### config.mk
export PLATFORM = sky130hd
export DESIGN_NAME = kpi_cell
export DESIGN_NICKNAME = d
export VERILOG_FILES = /design/src/rtl/kpi_pkg.sv /design/src/rtl/kpi_cell.sv
export SDC_FILE = /design/constraint.sdc
export NUM_CORES = 1
export LEC_CHECK = 0
export BUFFER_PORTS_ARGS = -buffer_cell sky130_fd_sc_hd__buf_4
export CORE_AREA = 4 4 223 225
export CTS_CLUSTER_SIZE = 14
export DETAILED_ROUTE_END_ITERATION = 10
export DIE_AREA = 0 0 227 229
export GPL_TIMING_DRIVEN = 1
export PLACE_DENSITY = 0.5
export SLEW_MARGIN = 30
export SYNTH_ARGS = -nofsm -noshare
export SYNTH_HDL_FRONTEND = slang
export SYNTH_SLANG_ARGS = --single-unit
### constraint.sdc
create_clock -name clk_i -period 9.39 [get_ports clk_i]
set_input_delay 0.4695 -clock clk_i [delete_from_list [all_inputs] [get_ports clk_i]]
set_output_delay 0.4695 -clock clk_i [all_outputs]
set_load 0.1 [all_outputs]
### src/rtl/kpi_pkg.sv
// ----------------------------------------------------------------------------
// kpi_pkg: shared types for the keyframe pose interpolator
// Keyframe word layout and the control bundle sent to every chain cell.
// ----------------------------------------------------------------------------
`default_nettype none

package kpi_pkg;

  // Configuration register indexes
  localparam logic [1:0] CFG_LOOP_ENABLE = 2'd0;
  localparam logic [1:0] CFG_AUTO_START  = 2'd1;
  localparam logic [1:0] CFG_YAW_OFFSET  = 2'd2;

  // Input opcodes
  localparam logic OP_LOAD = 1'b0;
  localparam logic OP_TICK = 1'b1;

  // Width of the divider steps for u (17 quotient bits, 1.0 = 65536)
  localparam int unsigned U_BITS  = 17;
  localparam logic [16:0] U_ONE   = 17'd65536;

  // One keyframe
  typedef struct packed {
    logic [31:0] ktime;
    logic [31:0] x;
    logic [31:0] y;
    logic [31:0] z;
    logic [15:0] hdg;
  } kpi_key_t;

  // Broadcast control for the cell chain
  typedef struct packed {
    logic     ins;   // sorted insert of new_key
    logic     rot;   // rotate the ring by one place toward cell 0
    kpi_key_t new_key;
  } kpi_ctl_t;

endpackage

`default_nettype wire

### src/rtl/kpi_cell.sv
// ----------------------------------------------------------------------------
// kpi_cell: one keyframe slot of the sorted chain
// Takes part in sorted insertion (shifts toward the tail) and in ring
// rotation (shifts toward the head) used to stream keys out for a tick.
// ----------------------------------------------------------------------------
`default_nettype none

module kpi_cell
  import kpi_pkg::*;
(
  input  wire       clk_i,
  input  wire       rst_ni,
  input  kpi_ctl_t  ctl_i,
  input  kpi_key_t  prev_key_i,
  input  wire       prev_valid_i,
  input  wire       prev_gt_i,
  input  kpi_key_t  next_key_i,
  input  wire       next_valid_i,
  output kpi_key_t  key_o,
  output logic      valid_o,
  output logic      gt_o
);

  kpi_key_t key_q, key_d;
  logic     valid_q, valid_d;

  // Slot lies after the insertion point: empty or later time
  assign gt_o = !valid_q || (key_q.ktime > ctl_i.new_key.ktime);

  // Next slot contents
  always_comb begin
    key_d   = key_q;
    valid_d = valid_q;
    if (ctl_i.rot) begin
      key_d   = next_key_i;
      valid_d = next_valid_i;
    end else if (ctl_i.ins && gt_o) begin
      if (prev_gt_i) begin
        key_d   = prev_key_i;
        valid_d = prev_valid_i;
      end else begin
        key_d   = ctl_i.new_key;
        valid_d = 1'b1;
      end
    end
  end

  // Valid flag
  always_ff @(posedge clk_i or negedge rst_ni) begin
    if (!rst_ni) begin
      valid_q <= 1'b0;
    end else begin
      valid_q <= valid_d;
    end
  end

  // Key payload
  always_ff @(posedge clk_i) begin
    key_q <= key_d;
  end

  assign key_o   = key_q;
  assign valid_o = valid_q;

endmodule

`default_nettype wire

==> metrics.md, run 1 <==
| Metric | Value |
|---|---|
| Max cap viols | `0` |
| Max transition margin | `36.2%` |
| Fillers | `5010` |
| Synth async-reset ratio | `0.690%` |
| Sequential cell area fraction in the yosys report | `53.2%` |
| Largest net degree at the start of global routing | `105` |
| Clk sinks | `145` |
| Dominant cells by area after synthesis | `edfxtp_1 53%, mux2i_1 18%, o21ai_0 9.2%, nand2_1 7.0%, ha_1 4.9%` |
| Critical path cell sequence | `ha_1 > nand4_1 > nor4_2 > and2b_1 > nand2_1 > o221ai_4 > buf_4` |
| Class of the worst hold path | `input pin to flip-flop` |
| FP Rows | `80` |
| Mapped cell area | `8180 sq um` |
| Fin crit share | `36.8%` |
| Fin crit period | `3450 ps` |
| Core outline area | `47500 sq um` |
| P&R area growth vs syn | `68.8%` |
| Initial antenna violation count | `4` |
| Clock skew | `13.9 ps` |
| Max clock buf depth | `2` |
| Setup crit start kind | `flip-flop` |
| Post-CTS sizing | `0` |
| Net Count, Synth | `1225` |
| Global-route wire length before repair | `51.7 mm` |
| IO Port Bufs | `584` |
| Num ports | `585` |
| Root Buffer Master | `clkbuf_16` |
| Final Hold Viols | `0` |
| Worst Setup End Kind | `flip-flop` |
| Clock latency on the worst-skew pair | `460 ps` |
| Multi-input logic area | `3490 sq um` |
| Detailed router's first-iteration violation count | `278` |
| Non-Filler Cell Area, Final | `13800 sq um` |
| Worst vdd rail ir drop | `0.0000746 V` |
| Grt ovf | `0` |
| EDFF count, synth | `144` |
| Worst slew pin tran | `957 ps` |
| Vias in the first global route | `8427` |
| Synth unique cells | `30` |
| Drt wl/cell | `18.8 um` |
| Static leakage | `6.51 nW` |
| Initial Util | `17.2%` |
| PwrDens | `185 nW/um^2` |
| Top cell type's share of synthesized area | `52.9%` |
| Warnings from Yosys | `0` |
| CTS tree | `yes` |
| H-tree levels | `4` |
| Drt drc | `0` |
| Max Clk Rate | `290 MHz` |
| Top FF cell, synth | `edfxtp_1` |
| Setup TNS | `0 ps` |
| Die Y | `229 um` |
| Layout cell share with drive strength beyond 1 | `47.0%` |
| Post-synthesis cell count | `754` |
| Global Route Usage Sum | `13.5%` |
| Synth area leader | `edfxtp_1` |
| GP Congestion | `0.859` |
| Total CTS buffers | `17` |
| Placed inst area | `13200 sq um` |
| Max Slew Vio Count | `0` |
| Crit-path max FO | `65` |
| Top cells by count, synth | `153 x nand2_1, 150 x o21ai_0, 144 x edfxtp_1, 144 x mux2i_1, 36 x inv_1` |
| CP max-delay cell | `buf_4` |
| Antenna-violating nets left | `0` |
| DRT Wirelength | `36.5 mm` |
| RSZ-0062 raised after global routing | `no` |
| Die area | `52000 sq um` |
| Die width | `227 um` |
| Vias | `7840` |
| CP max stage delay | `760 ps` |
| R2R depth | `7` |
| Fin nets | `1787` |
| Worst-path clk slew | `70 ps` |
| Syn avg cell area | `10.9 sq um` |
| DR vias/cell | `4.03` |
| Post-DP HPWL | `30.1 mm` |
| Synth Register Bits | `145` |
| Most common cell in the netlist | `nand2_1` |
| Hold depth | `3` |
| CP Data Required Time | `9460 ps` |
| Critical setup path kind | `flip-flop to flip-flop` |
| Drt first pass iters | `6` |
| Seq. cell area | `4350 sq um` |
| Final Setup Violations | `0` |
| Worst EP arrival | `3530 ps` |
| Outcome | `completed` |
[worst max-delay path, delay by kind of cell, from the launching register on]
family	cells	cell delay (ps)
adders and majority gates	1	330
and+or+nand+nor	4	900
buffers and inverters	1	760
AOI/OAI and AO/OA	1	530
DFF	1	400
[routing by layer]
layer | GRT usage [%] | share of wire, % | wire [um]
met4 | 5.01 | 2.9 | 1070
met2 | 23.9 | 50 | 18300
met1 | 14.2 | 37 | 13400
met3 | 5.93 | 10 | 3660
met5 | 0 | 0.036 | 13
[cell usage in the layout (no fill, tap or decap), drive strengths merged, types with 2 or more instances in the layout]
| master | count |
|---|---|
| buf | 589 |
| nand2 | 153 |
| o21ai | 150 |
| mux2i | 144 |
| edfxtp | 144 |
| inv | 37 |
| ha | 32 |
| clkbuf | 19 |
| a21oi | 14 |
| nand4 | 8 |
| clkinvlp | 5 |
| nand3 | 4 |
| bufinv | 4 |
| nor2 | 3 |
| clkinv | 3 |
| nor3 | 2 |
| nor4 | 2 |
[cells by family after synthesis]
| family | share of synthesized area, % |
|---|---|
| AO/OA/AOI/OAI | 11.3 |
| adder cells (fa/ha/maj) | 4.89 |
| buffers and inverters | 4.37 |
| flip-flops | 53.2 |
| multiplexers | 17.6 |
| AND/OR/NAND/NOR | 8.69 |
[area by class of cell]
type,instances,area share (%)
Clock inverter,13,1.36
Timing Repair Buffer,591,32.2
Tap cell,615,5.57
Inverter,36,0.978
Multi-Input combinational cell,525,25.3
Antenna cell,1,0.0181
Clock buffer,18,3.11
Sequential cell,145,31.5
[flip-flops by register name, summed over array words and instances, names as in the netlist]
register / flops
key_o: 144
valid_o: 1
[path summary, 6_finish.rpt]
| path | startpoint | slack (ps) | endpoint |
|---|---|---|---|
| min | next_key_i[43] | 290 | key_o[43] |
| max in group asynchronous | rst_ni | 8930 | valid_o |
| max | key_o[139] | 5940 | key_o[6] |
| max reg2reg | key_o[139] | 5940 | key_o[6] |
| min reg2reg | valid_o | 820 | valid_o |
| min in group asynchronous | rst_ni | 370 | valid_o |
[per-stage QoR]
step	cells	setup WS [ps]	utilization, %	hold WS (ps)	power (mW)
final	1944	5940	29.1	292	2.55
after global routing	1943	5650	29.0	251	2.66
after CTS	1943	5820	29.0	237	2.60
after detailed placement	1911	5650	27.7	255	1.85
after global placement	1911	5650	27.7	254	1.84
after floorplan	754	2850	-	174	1.52
[where the power goes]
part           internal (mW)  switching (mW)
Sequential             0.806          0.0285
Clock                  0.443           0.290
Combinational          0.271           0.715
Total                   1.52            1.03
[timing repair]
| item | in CTS | in global routing |
|---|---|---|
| hold endpoints to repair | 1 | 0 |
| setup buffers | 0 | 0 |
| hold buffers | 1 | 0 |
Power figures use the tool's default switching activity.
==> run 2: changes to the inputs <==
==> constraint.sdc (replaced) <==
create_clock -name clk_i -period 2.8 [get_ports clk_i]
set_input_delay 0.14 -clock clk_i [delete_from_list [all_inputs] [get_ports clk_i]]
set_output_delay 0.14 -clock clk_i [all_outputs]
set_load 0.1 [all_outputs]
==> run 2 against run 1 <==
Non-clock buffer count increased by 213. Die area unchanged. Sequential power rose to 3.3 times the previous value. Clock power grew to 3.2 times the previous value. Sequential share of layout area down 4.5 points. Routed wire length is 2.2% higher. Critical path depth is 1 higher. Global-route usage is 0.18 points higher. Setup slack worse by 5700 ps. Largest cell class unchanged. Sequential cell count unchanged. Critical endpoint is now gt_o. Register-to-register slack got worse by 5700 ps. Largest power group unchanged.
==> metrics.md, run 2 (same netlist as run 1, synthesis figures left out) <==
| Metric | Value |
|---|---|
| Outcome | `completed` |
| Non-Filler Cell Area, Final | `16100 sq um` |
| Initial Util | `17.2%` |
| CTS tree | `yes` |
| Max cap viols | `0` |
| Post-DP HPWL | `29.8 mm` |
| Fin nets | `2000` |
| Critical setup path kind | `flip-flop to output pin` |
| Max reg flops | `144` |
| Die Y | `229 um` |
| FP Rows | `80` |
| P&R area growth vs syn | `96.9%` |
| Vias | `8678` |
| Max Slew Vio Count | `0` |
| Commonest non-fill, non-tap cell in the layout | `buf_4` |
| Worst EP arrival | `2470 ps` |
| GP Congestion | `0.828` |
| RSZ-0062 raised after global routing | `no` |
| IO Port Bufs | `584` |
| Fillers | `4846` |
| Drt first pass iters | `4` |
| Global Route Usage Sum | `13.7%` |
| Vias in the first global route | `9474` |
| Max transition margin | `60.5%` |
| Largest net degree at the start of global routing | `97` |
| Clk sinks | `145` |
| Max clock buf depth | `2` |
| FF-to-FF Start | `key_o[139]` |
| Fin crit period | `2610 ps` |
| Hold Crit Start | `ctl_i[68]` |
| Placed inst area | `13600 sq um` |
| CP Data Required Time | `2660 ps` |
| Final Hold Slack | `51.7 ps` |
| Num ports | `585` |
| DRT Wirelength | `37.3 mm` |
| Final Hold Viols | `0` |
| Multi-input logic area | `3580 sq um` |
| Antenna-violating nets left | `0` |
| Setup crit start kind | `flip-flop` |
| H-tree levels | `4` |
| Fin crit share | `93.1%` |
| Most frequent cells in the layout | `599 x buf_4, 191 x dlygate4sd3_1, 152 x nand2_1, 148 x o21ai_0` |
| Drt drc | `0` |
| Clock skew | `13.4 ps` |
| Global-route wire length before repair | `53.6 mm` |
| PwrDens | `547 nW/um^2` |
| Seq. cell area | `4350 sq um` |
| Class of the worst hold path | `input pin to flip-flop` |
| Core outline area | `47500 sq um` |
| Crit path from | `key_o[119]` |
| Static leakage | `7.51 nW` |
| Total CTS buffers | `17` |
| Initial antenna violation count | `8` |
| Clock latency on the worst-skew pair | `470 ps` |
| Max Clk Rate | `383 MHz` |
| Worst Setup End Kind | `output pin` |
| Drt wl/cell | `17.2 um` |
| Worst slew pin tran | `593 ps` |
| Root Buffer Master | `clkbuf_16` |
| Die width | `227 um` |
| Die area | `52000 sq um` |
| Grt ovf | `0` |
| Final Setup Violations | `0` |
| Layout cell share with drive strength beyond 1 | `42.6%` |
| Worst-path clk slew | `70 ps` |
| Worst vdd rail ir drop | `0.000322 V` |
| Detailed router's first-iteration violation count | `309` |
| DR vias/cell | `4.01` |
| Crit-path max FO | `3` |
[run 2: what timing repair did]
| item | 4_1_cts | 5_1_grt |
|---|---|---|
| gates resized for setup | 3 | 2 |
| hold buffers | 191 | 0 |
| pin swaps | 1 | 0 |
| hold endpoints to repair | 145 | 0 |
| setup endpoints to repair | 1 | 1 |
| setup buffers | 1 | 0 |
[run 2: final cells by class]
cell class / count / share of cell area [%]
flip-flops and latches: 145 / 27.0
well taps: 615 / 4.78
clock buffers: 17 / 2.64
multi-input cells: 525 / 22.2
diodes: 7 / 0.109
repair buffers: 804 / 41.4
inverters: 36 / 0.839
clock inverters: 14 / 1.03
[run 2: metrics by stage]
step	power (mW)	TNS (ps)	cells	utilization, %	setup WS [ps]
2_1_floorplan	5.11	-294010	754	-	-2040
3_3_place_gp	6.26	0	1933	28.5	201
3_5_place_dp	6.27	0	1933	28.5	163
4_1_cts	8.98	0	2156	33.8	45.8
5_1_grt	9.20	0	2162	33.9	22.0
6_report	8.82	0	2163	33.9	192
[run 2: metal layers]
layer | share of wire [%] | up-vias | track usage, %
met5 | 0 | - | 0
met4 | 2.8 | 0 | 5.33
met3 | 9.1 | 45 | 5.89
met2 | 51 | 373 | 24.1
met1 | 37 | 3963 | 14.4
li1 | - | 4297 | -
[run 2: path summary, 6_finish.rpt]
check	end	slack (ps)	cells after the start
setup / recovery	gt_o	190	8
hold / removal	key_o[68]	50	3
setup reg to reg	key_o[43]	210	8
hold reg to reg	valid_o	810	3
max in group asynchronous	valid_o	2160	3
min in group asynchronous	valid_o	540	3
[run 2: power breakdown]
group | total [mW] | leakage (nW) | switching (mW) | internal (mW)
Combinational | 3.67 | 5.74 | 2.48 | 1.19
Clock | 2.36 | 0.289 | 0.966 | 1.39
Sequential | 2.79 | 1.48 | 0.0941 | 2.70
[run 2: critical path, cell delays in order (launching register included)]
cell      delay (ps)
edfxtp_1         390
ha_1             330
a21oi_1          150
o21ai_0          160
a221o_1          360
a211oi_4         200
buf_4            170
o21ai_4           60
buf_6            190
